[src/sv/lnwb_pkg.sv]
// shared types and constants for the 4-bit character lcd write and busy-poll block
package lnwb_pkg;

	localparam int HOLD_W = 16;
	localparam int STEP_W = 3;

	// pin state: driven flag, enable, read/write, register select, bus latch
	typedef struct packed {
		logic       drv;
		logic       e;
		logic       rw;
		logic       rs;
		logic [3:0] bus;
	} pins_t;

	localparam pins_t PINS_RESET = '{drv: 1'b1, e: 1'b0, rw: 1'b0, rs: 1'b0, bus: 4'h0};

	// request kinds on the input word
	localparam logic REQ_SEND   = 1'b0;
	localparam logic REQ_STATUS = 1'b1;

	// configuration register indexes
	typedef enum logic [0:0] {
		CFG_WRITE_HOLD = 1'b0,
		CFG_POLL_HOLD  = 1'b1
	} cfg_idx_t;

	localparam logic [HOLD_W-1:0] WRITE_HOLD_RESET = 16'd2;
	localparam logic [HOLD_W-1:0] POLL_HOLD_RESET  = 16'd1;

	// protocol phase kept by the front end
	typedef enum logic [1:0] {
		PH_IDLE = 2'd0,
		PH_HIGH = 2'd1,
		PH_LOW  = 2'd2
	} phase_t;

	// work handed from front to back
	typedef enum logic [1:0] {
		K_SEND      = 2'd0,
		K_POLL_NEXT = 2'd1,
		K_POLL_DONE = 2'd2,
		K_ERR       = 2'd3
	} kind_t;

	typedef struct packed {
		kind_t      kind;
		logic [7:0] byte_value;
		logic       is_data;
	} cmd_t;

	// last step index of each run
	localparam logic [STEP_W-1:0] SEND_LAST = 3'd6;
	localparam logic [STEP_W-1:0] POLL_LAST = 3'd2;

	// queue status seen by front and back
	typedef struct packed {
		logic full;
		logic empty;
	} q_stat_t;

endpackage

[src/sv/lnwb_if.sv]
// handshake channels: request input, pin-state results and configuration writes
interface lnwb_in_if;
	logic       valid;
	logic       ready;
	logic       req_type;
	logic [7:0] byte_value;
	logic       is_data;
	logic [3:0] sampled_nibble;

	modport source (output valid, req_type, byte_value, is_data, sampled_nibble, input ready);
	modport sink (input valid, req_type, byte_value, is_data, sampled_nibble, output ready);
endinterface

interface lnwb_out_if;
	logic        valid;
	logic        ready;
	logic        rs_pin;
	logic        rw_pin;
	logic        enable_pin;
	logic [3:0]  bus_nibble;
	logic        bus_drive;
	logic [15:0] hold_ticks;
	logic        sample_now;
	logic        transfer_done;
	logic        order_error;
	logic        last;

	modport source (output valid, rs_pin, rw_pin, enable_pin, bus_nibble, bus_drive,
		hold_ticks, sample_now, transfer_done, order_error, last, input ready);
	modport sink (input valid, rs_pin, rw_pin, enable_pin, bus_nibble, bus_drive,
		hold_ticks, sample_now, transfer_done, order_error, last, output ready);
endinterface

interface lnwb_cfg_if;
	logic                valid;
	logic                ready;
	lnwb_pkg::cfg_idx_t  index;
	logic [15:0]         data;

	modport source (output valid, index, data, input ready);
	modport sink (input valid, index, data, output ready);
endinterface

[src/sv/lnwb_front.sv]
// front end: accepts words, tracks the poll phase and classifies each word
module lnwb_front (
	input  logic              clk,
	input  logic              arst_n,
	lnwb_in_if.sink           req,
	input  lnwb_pkg::q_stat_t q_stat,
	output logic              push,
	output lnwb_pkg::cmd_t    push_cmd
);

	lnwb_pkg::phase_t phase_q, phase_d;
	logic [3:0]       status_high_q;
	logic             accept;
	logic             is_idle;

	assign req.ready = !q_stat.full;
	assign accept    = req.valid && req.ready;
	assign push      = accept;
	assign is_idle   = (phase_q != lnwb_pkg::PH_HIGH) && (phase_q != lnwb_pkg::PH_LOW);

	// next phase
	always_comb begin
		phase_d = phase_q;
		if (accept) begin
			unique case (phase_q)
				lnwb_pkg::PH_HIGH: begin
					if (req.req_type == lnwb_pkg::REQ_STATUS) phase_d = lnwb_pkg::PH_LOW;
				end
				lnwb_pkg::PH_LOW: begin
					if (req.req_type == lnwb_pkg::REQ_STATUS) begin
						phase_d = status_high_q[3] ? lnwb_pkg::PH_HIGH : lnwb_pkg::PH_IDLE;
					end
				end
				default: begin
					if (req.req_type == lnwb_pkg::REQ_SEND) phase_d = lnwb_pkg::PH_HIGH;
				end
			endcase
		end
	end

	// classify the word for the back end
	always_comb begin
		push_cmd.byte_value = req.byte_value;
		push_cmd.is_data    = req.is_data;
		push_cmd.kind       = lnwb_pkg::K_ERR;
		if ((req.req_type == lnwb_pkg::REQ_SEND) == is_idle) begin
			if (req.req_type == lnwb_pkg::REQ_SEND) begin
				push_cmd.kind = lnwb_pkg::K_SEND;
			end else if (phase_q == lnwb_pkg::PH_HIGH || status_high_q[3]) begin
				push_cmd.kind = lnwb_pkg::K_POLL_NEXT;
			end else begin
				push_cmd.kind = lnwb_pkg::K_POLL_DONE;
			end
		end
	end

	// phase and kept high status nibble
	always_ff @(posedge clk or negedge arst_n) begin
		if (!arst_n) begin
			phase_q       <= lnwb_pkg::PH_IDLE;
			status_high_q <= 4'h0;
		end else begin
			phase_q <= phase_d;
			if (accept && phase_q == lnwb_pkg::PH_HIGH && req.req_type == lnwb_pkg::REQ_STATUS) begin
				status_high_q <= req.sampled_nibble;
			end
		end
	end

endmodule

[src/sv/lnwb_queue.sv]
// two-entry command queue between front and back
module lnwb_queue (
	input  logic              clk,
	input  logic              arst_n,
	input  logic              push,
	input  lnwb_pkg::cmd_t    push_cmd,
	input  logic              pop,
	output lnwb_pkg::cmd_t    head,
	output lnwb_pkg::q_stat_t q_stat
);

	lnwb_pkg::cmd_t mem_q [2];
	logic           wr_ptr_q;
	logic           rd_ptr_q;
	logic [1:0]     count_q;

	assign head         = mem_q[rd_ptr_q];
	assign q_stat.full  = (count_q == 2'd2);
	assign q_stat.empty = (count_q == 2'd0);

	// entry storage, cleared so an empty head still decodes to a known kind
	always_ff @(posedge clk or negedge arst_n) begin
		if (!arst_n) begin
			mem_q[0] <= '0;
			mem_q[1] <= '0;
		end else if (push) begin
			mem_q[wr_ptr_q] <= push_cmd;
		end
	end

	// pointers and fill count
	always_ff @(posedge clk or negedge arst_n) begin
		if (!arst_n) begin
			wr_ptr_q <= 1'b0;
			rd_ptr_q <= 1'b0;
			count_q  <= 2'd0;
		end else begin
			if (push) wr_ptr_q <= !wr_ptr_q;
			if (pop)  rd_ptr_q <= !rd_ptr_q;
			count_q <= count_q + {1'b0, push} - {1'b0, pop};
		end
	end

endmodule

[src/sv/lnwb_back.sv]
// back end: steps through the pin states of each command and registers the result word
module lnwb_back (
	input  logic                        clk,
	input  logic                        arst_n,
	input  lnwb_pkg::cmd_t              head,
	input  lnwb_pkg::q_stat_t           q_stat,
	input  logic [lnwb_pkg::HOLD_W-1:0] write_hold,
	input  logic [lnwb_pkg::HOLD_W-1:0] poll_hold,
	output logic                        pop,
	lnwb_out_if.source                  res
);

	lnwb_pkg::pins_t             pin_q, pin_c;
	logic [lnwb_pkg::STEP_W-1:0] step_q;
	logic [lnwb_pkg::HOLD_W-1:0] hold_c;
	logic                        sample_c, done_c, err_c, last_c;
	logic                        advance;

	logic                        valid_q;
	lnwb_pkg::pins_t             rpin_q;
	logic [lnwb_pkg::HOLD_W-1:0] hold_q;
	logic                        sample_q, done_q, err_q, last_q;

	assign advance = !q_stat.empty && (!valid_q || res.ready);
	assign pop     = advance && last_c;

	// pin state and flags for the current step
	always_comb begin
		pin_c    = pin_q;
		hold_c   = poll_hold;
		sample_c = 1'b0;
		done_c   = 1'b0;
		err_c    = 1'b0;
		last_c   = 1'b0;
		unique case (head.kind)
			lnwb_pkg::K_SEND: begin
				hold_c = write_hold;
				case (step_q)
					3'd0: begin
						pin_c.rs  = head.is_data;
						pin_c.rw  = 1'b0;
						pin_c.e   = 1'b0;
						pin_c.drv = 1'b1;
					end
					3'd1: begin
						pin_c.e   = 1'b1;
						pin_c.bus = head.byte_value[7:4];
					end
					3'd2: pin_c.e = 1'b0;
					3'd3: begin
						pin_c.e   = 1'b1;
						pin_c.bus = head.byte_value[3:0];
					end
					3'd4: pin_c.e = 1'b0;
					3'd5: begin
						pin_c.drv = 1'b0;
						pin_c.rs  = 1'b0;
						pin_c.rw  = 1'b1;
						hold_c    = poll_hold;
					end
					default: begin
						pin_c.e  = 1'b1;
						hold_c   = poll_hold;
						sample_c = 1'b1;
						last_c   = 1'b1;
					end
				endcase
			end
			lnwb_pkg::K_POLL_NEXT, lnwb_pkg::K_POLL_DONE: begin
				case (step_q)
					3'd0: ;
					3'd1: pin_c.e = 1'b0;
					default: begin
						last_c = 1'b1;
						if (head.kind == lnwb_pkg::K_POLL_NEXT) begin
							pin_c.e  = 1'b1;
							sample_c = 1'b1;
						end else begin
							pin_c.rw  = 1'b0;
							pin_c.drv = 1'b1;
							hold_c    = '0;
							done_c    = 1'b1;
						end
					end
				endcase
			end
			lnwb_pkg::K_ERR: begin
				hold_c = '0;
				err_c  = 1'b1;
				last_c = 1'b1;
			end
		endcase
	end

	// pin latch and step counter
	always_ff @(posedge clk or negedge arst_n) begin
		if (!arst_n) begin
			pin_q  <= lnwb_pkg::PINS_RESET;
			step_q <= '0;
		end else if (advance) begin
			pin_q  <= pin_c;
			step_q <= last_c ? '0 : step_q + 3'd1;
		end
	end

	// output word register
	always_ff @(posedge clk or negedge arst_n) begin
		if (!arst_n) begin
			valid_q <= 1'b0;
		end else if (advance) begin
			valid_q <= 1'b1;
		end else if (res.ready) begin
			valid_q <= 1'b0;
		end
	end

	always_ff @(posedge clk) begin
		if (advance) begin
			rpin_q   <= pin_c;
			hold_q   <= hold_c;
			sample_q <= sample_c;
			done_q   <= done_c;
			err_q    <= err_c;
			last_q   <= last_c;
		end
	end

	assign res.valid         = valid_q;
	assign res.rs_pin        = rpin_q.rs;
	assign res.rw_pin        = rpin_q.rw;
	assign res.enable_pin    = rpin_q.e;
	assign res.bus_nibble    = rpin_q.bus;
	assign res.bus_drive     = rpin_q.drv;
	assign res.hold_ticks    = hold_q;
	assign res.sample_now    = sample_q;
	assign res.transfer_done = done_q;
	assign res.order_error   = err_q;
	assign res.last          = last_q;

	// step counter never passes the longest run
	a_step_range: assert property (@(posedge clk) disable iff (!arst_n)
		step_q <= lnwb_pkg::SEND_LAST)
		else $error("step counter out of range");

	// retiring a command presents its final word next cycle
	a_pop_last: assert property (@(posedge clk) disable iff (!arst_n)
		pop |=> (res.valid && res.last))
		else $error("command retired without a final word");

	// done word always shows write mode with the bus driven
	a_done_pins: assert property (@(posedge clk) disable iff (!arst_n)
		(res.valid && res.transfer_done) |-> (!res.rw_pin && res.bus_drive && res.last))
		else $error("done word without write mode restored");

endmodule

[src/sv/lcd_nibble_write_busy_poll.sv]
// top level of the 4-bit character lcd byte write with busy-flag polling
//
// req carries send words (byte plus command/data flag) and status words (the
// nibble sampled from the data pins while enable was high). Each word becomes
// a run of pin-state words on res, the final one marked last: seven for a send,
// three for a status nibble, one for a word that arrives in the wrong phase
// (flagged order_error, pins shown unchanged, nothing else changes).
// cfg writes the two hold counts (index 0 write hold, 1 poll hold); cfg is
// always ready. The user must write cfg only while the block is idle; the
// block itself does not enforce this. A front end classifies each word
// against the poll phase and queues it in a two-entry queue; the back end
// emits one pin-state word per cycle from the queue head while the queue is
// not empty and res is not stalled. Each word passes a queue entry and then
// the output register; the back end step sequencer sets the run length.
// req stays ready while the queue has room, also while res is stalled.
// Reset puts the phase to idle, the hold counts to 2 and 1, and the pins to
// write mode with the bus driven low; res.valid is low after reset.
module lcd_nibble_write_busy_poll (
	input  logic        clk,
	input  logic        arst_n,
	lnwb_in_if.sink     req,
	lnwb_out_if.source  res,
	lnwb_cfg_if.sink    cfg
);

	logic [lnwb_pkg::HOLD_W-1:0] write_hold_q;
	logic [lnwb_pkg::HOLD_W-1:0] poll_hold_q;
	logic                        push, pop;
	lnwb_pkg::cmd_t              push_cmd, head;
	lnwb_pkg::q_stat_t           q_stat;

	assign cfg.ready = 1'b1;

	// hold count registers
	always_ff @(posedge clk or negedge arst_n) begin
		if (!arst_n) begin
			write_hold_q <= lnwb_pkg::WRITE_HOLD_RESET;
			poll_hold_q  <= lnwb_pkg::POLL_HOLD_RESET;
		end else if (cfg.valid && cfg.ready) begin
			unique case (cfg.index)
				lnwb_pkg::CFG_WRITE_HOLD: write_hold_q <= cfg.data;
				lnwb_pkg::CFG_POLL_HOLD:  poll_hold_q  <= cfg.data;
			endcase
		end
	end

	lnwb_front u_front (
		.clk      (clk),
		.arst_n   (arst_n),
		.req      (req),
		.q_stat   (q_stat),
		.push     (push),
		.push_cmd (push_cmd)
	);

	lnwb_queue u_queue (
		.clk      (clk),
		.arst_n   (arst_n),
		.push     (push),
		.push_cmd (push_cmd),
		.pop      (pop),
		.head     (head),
		.q_stat   (q_stat)
	);

	lnwb_back u_back (
		.clk        (clk),
		.arst_n     (arst_n),
		.head       (head),
		.q_stat     (q_stat),
		.write_hold (write_hold_q),
		.poll_hold  (poll_hold_q),
		.pop        (pop),
		.res        (res)
	);

endmodule
[src/flat_wrapper.sv]
// flat-port wrapper written by rule: the top's interface ports become plain ports
module lcd_nibble_write_busy_poll_flat 
  (clk, arst_n, req_valid, req_req_type, req_byte_value, req_is_data, req_sampled_nibble, req_ready, res_valid, res_rs_pin, res_rw_pin, res_enable_pin, res_bus_nibble, res_bus_drive, res_hold_ticks, res_sample_now, res_transfer_done, res_order_error, res_last, res_ready, cfg_valid, cfg_index, cfg_data, cfg_ready);
  lnwb_in_if req_i ();
  lnwb_out_if res_i ();
  lnwb_cfg_if cfg_i ();
  input  logic clk;
  input  logic arst_n;
  input wire logic [$bits(req_i.valid)-1:0] req_valid;
  input wire logic [$bits(req_i.req_type)-1:0] req_req_type;
  input wire logic [$bits(req_i.byte_value)-1:0] req_byte_value;
  input wire logic [$bits(req_i.is_data)-1:0] req_is_data;
  input wire logic [$bits(req_i.sampled_nibble)-1:0] req_sampled_nibble;
  output wire logic [$bits(req_i.ready)-1:0] req_ready;
  output wire logic [$bits(res_i.valid)-1:0] res_valid;
  output wire logic [$bits(res_i.rs_pin)-1:0] res_rs_pin;
  output wire logic [$bits(res_i.rw_pin)-1:0] res_rw_pin;
  output wire logic [$bits(res_i.enable_pin)-1:0] res_enable_pin;
  output wire logic [$bits(res_i.bus_nibble)-1:0] res_bus_nibble;
  output wire logic [$bits(res_i.bus_drive)-1:0] res_bus_drive;
  output wire logic [$bits(res_i.hold_ticks)-1:0] res_hold_ticks;
  output wire logic [$bits(res_i.sample_now)-1:0] res_sample_now;
  output wire logic [$bits(res_i.transfer_done)-1:0] res_transfer_done;
  output wire logic [$bits(res_i.order_error)-1:0] res_order_error;
  output wire logic [$bits(res_i.last)-1:0] res_last;
  input wire logic [$bits(res_i.ready)-1:0] res_ready;
  input wire logic [$bits(cfg_i.valid)-1:0] cfg_valid;
  input wire logic [$bits(cfg_i.index)-1:0] cfg_index;
  input wire logic [$bits(cfg_i.data)-1:0] cfg_data;
  output wire logic [$bits(cfg_i.ready)-1:0] cfg_ready;
  assign req_i.valid = req_valid;
  assign req_i.req_type = req_req_type;
  assign req_i.byte_value = req_byte_value;
  assign req_i.is_data = req_is_data;
  assign req_i.sampled_nibble = req_sampled_nibble;
  assign req_ready = req_i.ready;
  assign res_valid = res_i.valid;
  assign res_rs_pin = res_i.rs_pin;
  assign res_rw_pin = res_i.rw_pin;
  assign res_enable_pin = res_i.enable_pin;
  assign res_bus_nibble = res_i.bus_nibble;
  assign res_bus_drive = res_i.bus_drive;
  assign res_hold_ticks = res_i.hold_ticks;
  assign res_sample_now = res_i.sample_now;
  assign res_transfer_done = res_i.transfer_done;
  assign res_order_error = res_i.order_error;
  assign res_last = res_i.last;
  assign res_i.ready = res_ready;
  assign cfg_i.valid = cfg_valid;
  assign cfg_i.index = cfg_index;
  assign cfg_i.data = cfg_data;
  assign cfg_ready = cfg_i.ready;
  lcd_nibble_write_busy_poll u_core (.clk(clk), .arst_n(arst_n), .req(req_i), .res(res_i), .cfg(cfg_i));
endmodule
[config.mk]
export PLATFORM = sky130hd
export DESIGN_NAME = lcd_nibble_write_busy_poll_flat
export DESIGN_NICKNAME = d
export VERILOG_FILES = /design/src/sv/lnwb_pkg.sv /design/src/sv/lnwb_if.sv /design/src/sv/lnwb_front.sv /design/src/sv/lnwb_queue.sv /design/src/sv/lnwb_back.sv /design/src/sv/lcd_nibble_write_busy_poll.sv /design/src/flat_wrapper.sv
export SDC_FILE = /design/constraint.sdc
export NUM_CORES = 1
export LEC_CHECK = 0
export BUFFER_PORTS_ARGS = -buffer_cell sky130_fd_sc_hd__buf_4
export CORE_MARGIN = 2
export CORE_UTILIZATION = 52
export DETAILED_ROUTE_END_ITERATION = 10
export GPL_ROUTABILITY_DRIVEN = 1
export GPL_TIMING_DRIVEN = 0
export PLACE_DENSITY = 0.76
export REMOVE_ABC_BUFFERS = 1
export SYNTH_ARGS = -nofsm -noshare
export SYNTH_HDL_FRONTEND = slang
export SYNTH_HIERARCHICAL = 1
export SYNTH_SLANG_ARGS = --single-unit
[constraint.sdc]
create_clock -name clk -period 2.8 [get_ports clk]
set_clock_uncertainty 0.15 [all_clocks]
set_input_delay 0.14 -clock clk [delete_from_list [all_inputs] [get_ports clk]]
set_output_delay 0.14 -clock clk [all_outputs]
set_load 0.01 [all_outputs]
## After elaboration in Yosys (flattened, before gate mapping)

Index checks and enable logic that the tools add are counted.
W data, S select, Z words.

| word-level totals | value |
|---|---|
| output and inout port bits | 31 |
| register bits | 104 |
| word-level logic and storage cells | 126 |
| input bits | 36 |

| cells by class | value |
|---|---|
| bitwise logic cells | 5 |
| reductions and logical operators | 27 |
| multiplexer cells | 41 |
| order comparisons | 3 |
| add/subtract/negate cells | 3 |
| eq/ne operators | 17 |

Operator list:

| cell | number |
|---|---|
| $mux W16 | 3 |
| $pmux W16 S3 | 1 |
| $mux W11 | 4 |
| $bwmux W22 | 1 |
| $mux W1 | 14 |
| $mux W2 | 6 |
| $demux W11 S1 | 1 |
| $eq A2 B2 Y1 const B | 4 |
| $pmux W1 S2 | 4 |
| $pmux W2 S2 | 2 |
| $pmux W4 S2 | 1 |
| $logic_and A1 B1 Y1 | 7 |
| $eq A3 B2 Y1 const B | 2 |
| $eq A3 B3 Y1 const B | 2 |
| $ne A2 B2 Y1 const B | 3 |
| $pmux W3 S2 | 1 |
| $reduce_or A3 Y1 | 2 |
| $reduce_or A6 Y1 | 1 |
| $logic_not A1 Y1 | 5 |
| $mux W5 | 1 |
| $reduce_or A5 Y1 | 1 |
| $eq A2 B1 Y1 const B | 2 |
| $ge A2 B2 Y1 const B | 2 |
| $logic_not A2 Y1 | 2 |
| 18 further kinds | 24 |

## Longest topological paths before layout

| depth | value |
|---|---|
| depth after elaboration | 9 |
| gate-level depth with buffers | 13 |
| gate-level depth less buffers | 12 |

## Modules after synthesis

Netlist, hierarchy kept.

Modules (own cells, without submodules):

| module | sequential area each (um^2) | instances | area each (um^2) | cells each |
|---|---|---|---|---|
| lnwb_back | 1142.3 | 1 | 2097.0 | 189 |
| lcd_nibble_write_busy_poll | 803.3 | 1 | 1266.2 | 71 |
| lnwb_queue | 650.6 | 1 | 1187.4 | 74 |
| lnwb_front | 75.1 | 1 | 299.0 | 34 |

## Least setup slack after synthesis

No wires, ideal clock.

| timing | value |
|---|---|
| kind | reg2reg |
| start | reg u_core.u_queue.rd_ptr_q |
| end | reg u_core.u_queue.count_q[1] |
| clock period less this slack | 2.885 ns |
| path buffers | 1 |
| cell stages (with the launch flop) | 14 |
| data required time | 2.570 ns |
| arrival | 2.656 ns |
| path slack | -0.085 ns |
| path through | dfrtp_1 -> buf_2 -> mux2_2 -> inv_1 -> ha_1 -> inv_1 -> a2111o_1 -> o21ai_2 -> and2_1 -> ha_1 -> inv_1 -> ha_1 -> xnor2_1 -> xnor2_1 |

RTL lines:

| item | line | RTL |
|---|---|---|
| start, declared | lnwb_queue.sv:14 | `logic rd_ptr_q;` |
| start signal, assigned | lnwb_queue.sv:39 | `if (pop) rd_ptr_q <= !rd_ptr_q;` |
| end signal, assigned | lnwb_queue.sv:40 | `count_q <= count_q + {1'b0, push} - {1'b0, pop};` |
| end, declared | lnwb_queue.sv:15 | `logic [1:0] count_q;` |

==> impl_results.md <==
* Outcome: completed
* Num CTS Buffers at 9
* Asr flop ratio synth at 72.28%
* H-tree depth at 3
* Worst Setup End Kind: flop
* Antenna Cells at 0
* Biggest area consumer among synthesized cells: dfrtp_1
* Drt total wl at 9187 um
* IO Port Bufs at 62
* Crit share post-route at 97.97%
* Net Sw Frac at 37.21%
* # IOs at 67
* Synthesized area at 4850 um^2
* Setup TNS at 0 ns
* Final worst slack at 0.05692 ns
* Comb pwr share at 47.8%
* Most common cell in the synthesized netlist: dfrtp_1
* Yosys cell types at 48
* Hold slack final at 0.09227 ns
* Dpl ws at -1.071 ns
* Synth Flop Type: dfrtp_1
* Drt drc at 0
* DR pass1 iterations at 4
* Worst setup SP type: flop
* CTS root buffer: clkbuf_8
* Share of Yosys cell area claimed by the top area cell type at 36.12%
* Number of flops mapped to enable cells by yosys at 28
* First-pass GRT wire length at 15000 um
* Post-synthesis sequential area ratio at 55.08%
* Psw at 2.441 mW
* Fraction of layout cells with a size suffix above 1 at 38.74%
* Synth warn at 6
* Critical path arrival at 2.87 ns
* Power Total at 6.561 mW
* Worst-Margin Slew at 0.9541 ns
* Initial antenna violation count at 0
* Area of the die at 10110 um^2
* Max Cap Violations at 0
* Clock Power Share at 13.4%
* Clk buf depth at 2
* Syn_area_per_cell at 13.18 um^2
* Largest net degree at the start of global routing at 74
* Critical path type: flop to flop
* Starting Density at 52.99%
* WL/cell at 16.03 um
* Power per Cell Area at 1119 nW/um^2
* Synth top area cells: dfrtp_1, edfxtp_1, mux2_2
* Min Clock Period, post-route at 2.743 ns
* Max Slew Vio Count at 0
* Max stage delay on crit path at 0.45 ns
* Relative max-transition margin at 36.39%
* CP required at 2.93 ns
* Die width at 100.6 um
* Hold Path Class: input pin to flop
* Die span in y at 100.6 um
* Vias in the first global route at 3036
* Antenna viol nets, final at 0
* Final hold vios at 0
* Clk_lat worst skew at 0.35 ns
* Seq cells post-synth at 101
* Post-DP HPWL at 5627 um
* Vias at 3058
* CP cell instances: mux2_4, inv_4, ha_4, clkinvlp_4, a2111o_1, o21ai_4, and2_4, ha_1, inv_1, ha_1, xnor2_1, xnor2_1
* Worst VDD drop at 0.5235 mV
* CTS tree: built
* Fillers at 687
* Footprint of the multi-input gates at 1973 um^2
* Clock-pin slew on the worst setup and hold paths at 0.09 ns
* Iteration-0 DRC Markers at 124
* RSZ-0062 raised after global routing: yes
* Clock Sinks at 101
* Sequential standard cell area at 2674 um^2
* FMAX at 364.6 MHz
* Leak at 2.499 nW
* Worst path slowest cell: dfrtp_2
* Synth top cells by count: dfrtp_1, mux2_2, o21ai_0
* CP Max Fanout at 4
* GPL Wtd Cong at 0.7863
* Vias/cell at 5.337
* Flop pwr share at 38.8%
* P&R area growth vs syn at 20.85%
* Int Pwr at 4.120 mW
* GRT Util Overall at 19.08%
* Final Setup Violations at 0
* Global route total overflow at 0
* Std-Cell Rows at 35
* WP buf/inv at 3
* Nets at 506
* Core area at 9153 um^2
* Post-Synthesis Cells at 368
* Largest delay share family, worst path: compound AO/OA/AOI/OAI gates
[layer usage]
| metal | up-vias | track usage [%] | share of wire (%) |
|---|---|---|---|
| li1 | 1472 | - | - |
| met1 | 1510 | 26.55 | 46 |
| met2 | 67 | 30.72 | 49 |
| met3 | 9 | 3.051 | 3.3 |
| met4 | 0 | 6.533 | 1.1 |
| met5 | - | 0 | 0 |
[final timing paths]
| path | cells after the start | from | endpoint | slack, ns |
|---|---|---|---|---|
| max | 12 | u_core/u_queue/rd_ptr_q | u_core/u_queue/count_q[1] | 0.06 |
| min | 4 | req_req_type | u_core/u_front/phase_q[0] | 0.09 |
| max reg2reg | 12 | u_core/u_queue/rd_ptr_q | u_core/u_queue/count_q[1] | 0.06 |
| min reg2reg | 1 | u_core/u_queue/count_q[1] | u_core/u_queue/count_q[1] | 0.35 |
| max in group asynchronous | 2 | arst_n | u_core/u_back/step_q[0] | 1.50 |
| min in group asynchronous | 2 | arst_n | u_core/u_queue/mem_q[5] | 0.30 |
[cells by family after synthesis]
kind of cell    synth area share (%)
xor+xnor                      0.7225
fa+ha+maj                      3.354
buf+inv                        4.902
flops                          55.08
other cells                  0.07733
mux                            20.87
simple gates                   6.837
compound gates                 8.153
[repair_timing]
item / 4_1_cts / 5_1_grt
pin swaps: 1 / 3
cloned: 1 / 0
hold buffers: 29 / 0
endpoints found under the hold margin: 122 / 0
setup buffers: 5 / 3
gates resized for setup: 8 / 7
setup endpoints to repair: 21 / 17
[tightest hold or removal path: cells and delay by family]
family,cells,cell delay (ns)
and+or+nand+nor,1,0.11
buffers and inverters,1,0.10
AOI/OAI and AO/OA,1,0.07
muxes,1,0.13
[cells in the final DEF (no fill, tap or decap), types with 2 or more instances in the layout]
cell type,instances
clkinv_4,2
nor2b_1,6
mux2_4,22
xor2_1,2
dfrtp_2,2
nand3_1,3
a31oi_1,3
inv_1,10
nor2b_4,2
dfstp_2,3
nor2_1,8
ha_1,11
nand2_2,2
edfxtp_1,28
buf_4,70
clkinvlp_4,5
dlygate4sd3_1,29
or3_1,2
a22oi_1,4
mux2_2,46
mux2i_1,16
xnor2_1,2
dfrtp_1,68
nand2_1,29
inv_2,2
a21oi_1,12
a21o_1,2
clkbuf_8,10
o21ai_0,33
nand2b_1,3
o22ai_1,2
[registers in the layout, indices dropped and copies added, names as in the netlist, 2 cells and up]
name	cells
u_core/poll_hold_q	16
u_core/u_back/res.hold_ticks	16
u_core/u_back/pin_q	8
u_core/write_hold_q	16
u_core/u_back/step_q	3
u_core/u_queue/mem_q	22
u_core/u_queue/count_q	2
u_core/u_back/res.bus_nibble	4
u_core/u_front/phase_q	2
[power by group through the flow]
stage               Combinational (mW)  Clock (mW)  Sequential, mW
floorplan                         1.83           0            2.63
global placement                  2.69           0            2.57
detailed placement                2.79           0            2.60
CTS                               3.02       0.901            2.54
global route                      3.44       0.953            2.61
finish                            3.14       0.877            2.54
[final cells by class]
type                            instances  area share [%]
Multi-Input combinational cell        230           33.67
Timing Repair Buffer                   99           13.92
Clock inverter                          6          0.8113
Sequential cell                       101           45.62
Timing Repair inverter                  1          0.1281
Clock buffer                           10           2.348
Tap cell                              111           2.370
Inverter                               15           1.132
[through the flow]
step / area [um^2] / cells / util, %
6_report: 5861 / 573 / 64.03
2_1_floorplan: 4668 / 346 / -
4_1_cts: 5817 / 570 / 63.55
5_1_grt: 5861 / 573 / 64.03
3_3_place_gp: 5273 / 519 / 57.61
3_5_place_dp: 5273 / 519 / 57.61
Power figures use the tool's default switching activity.
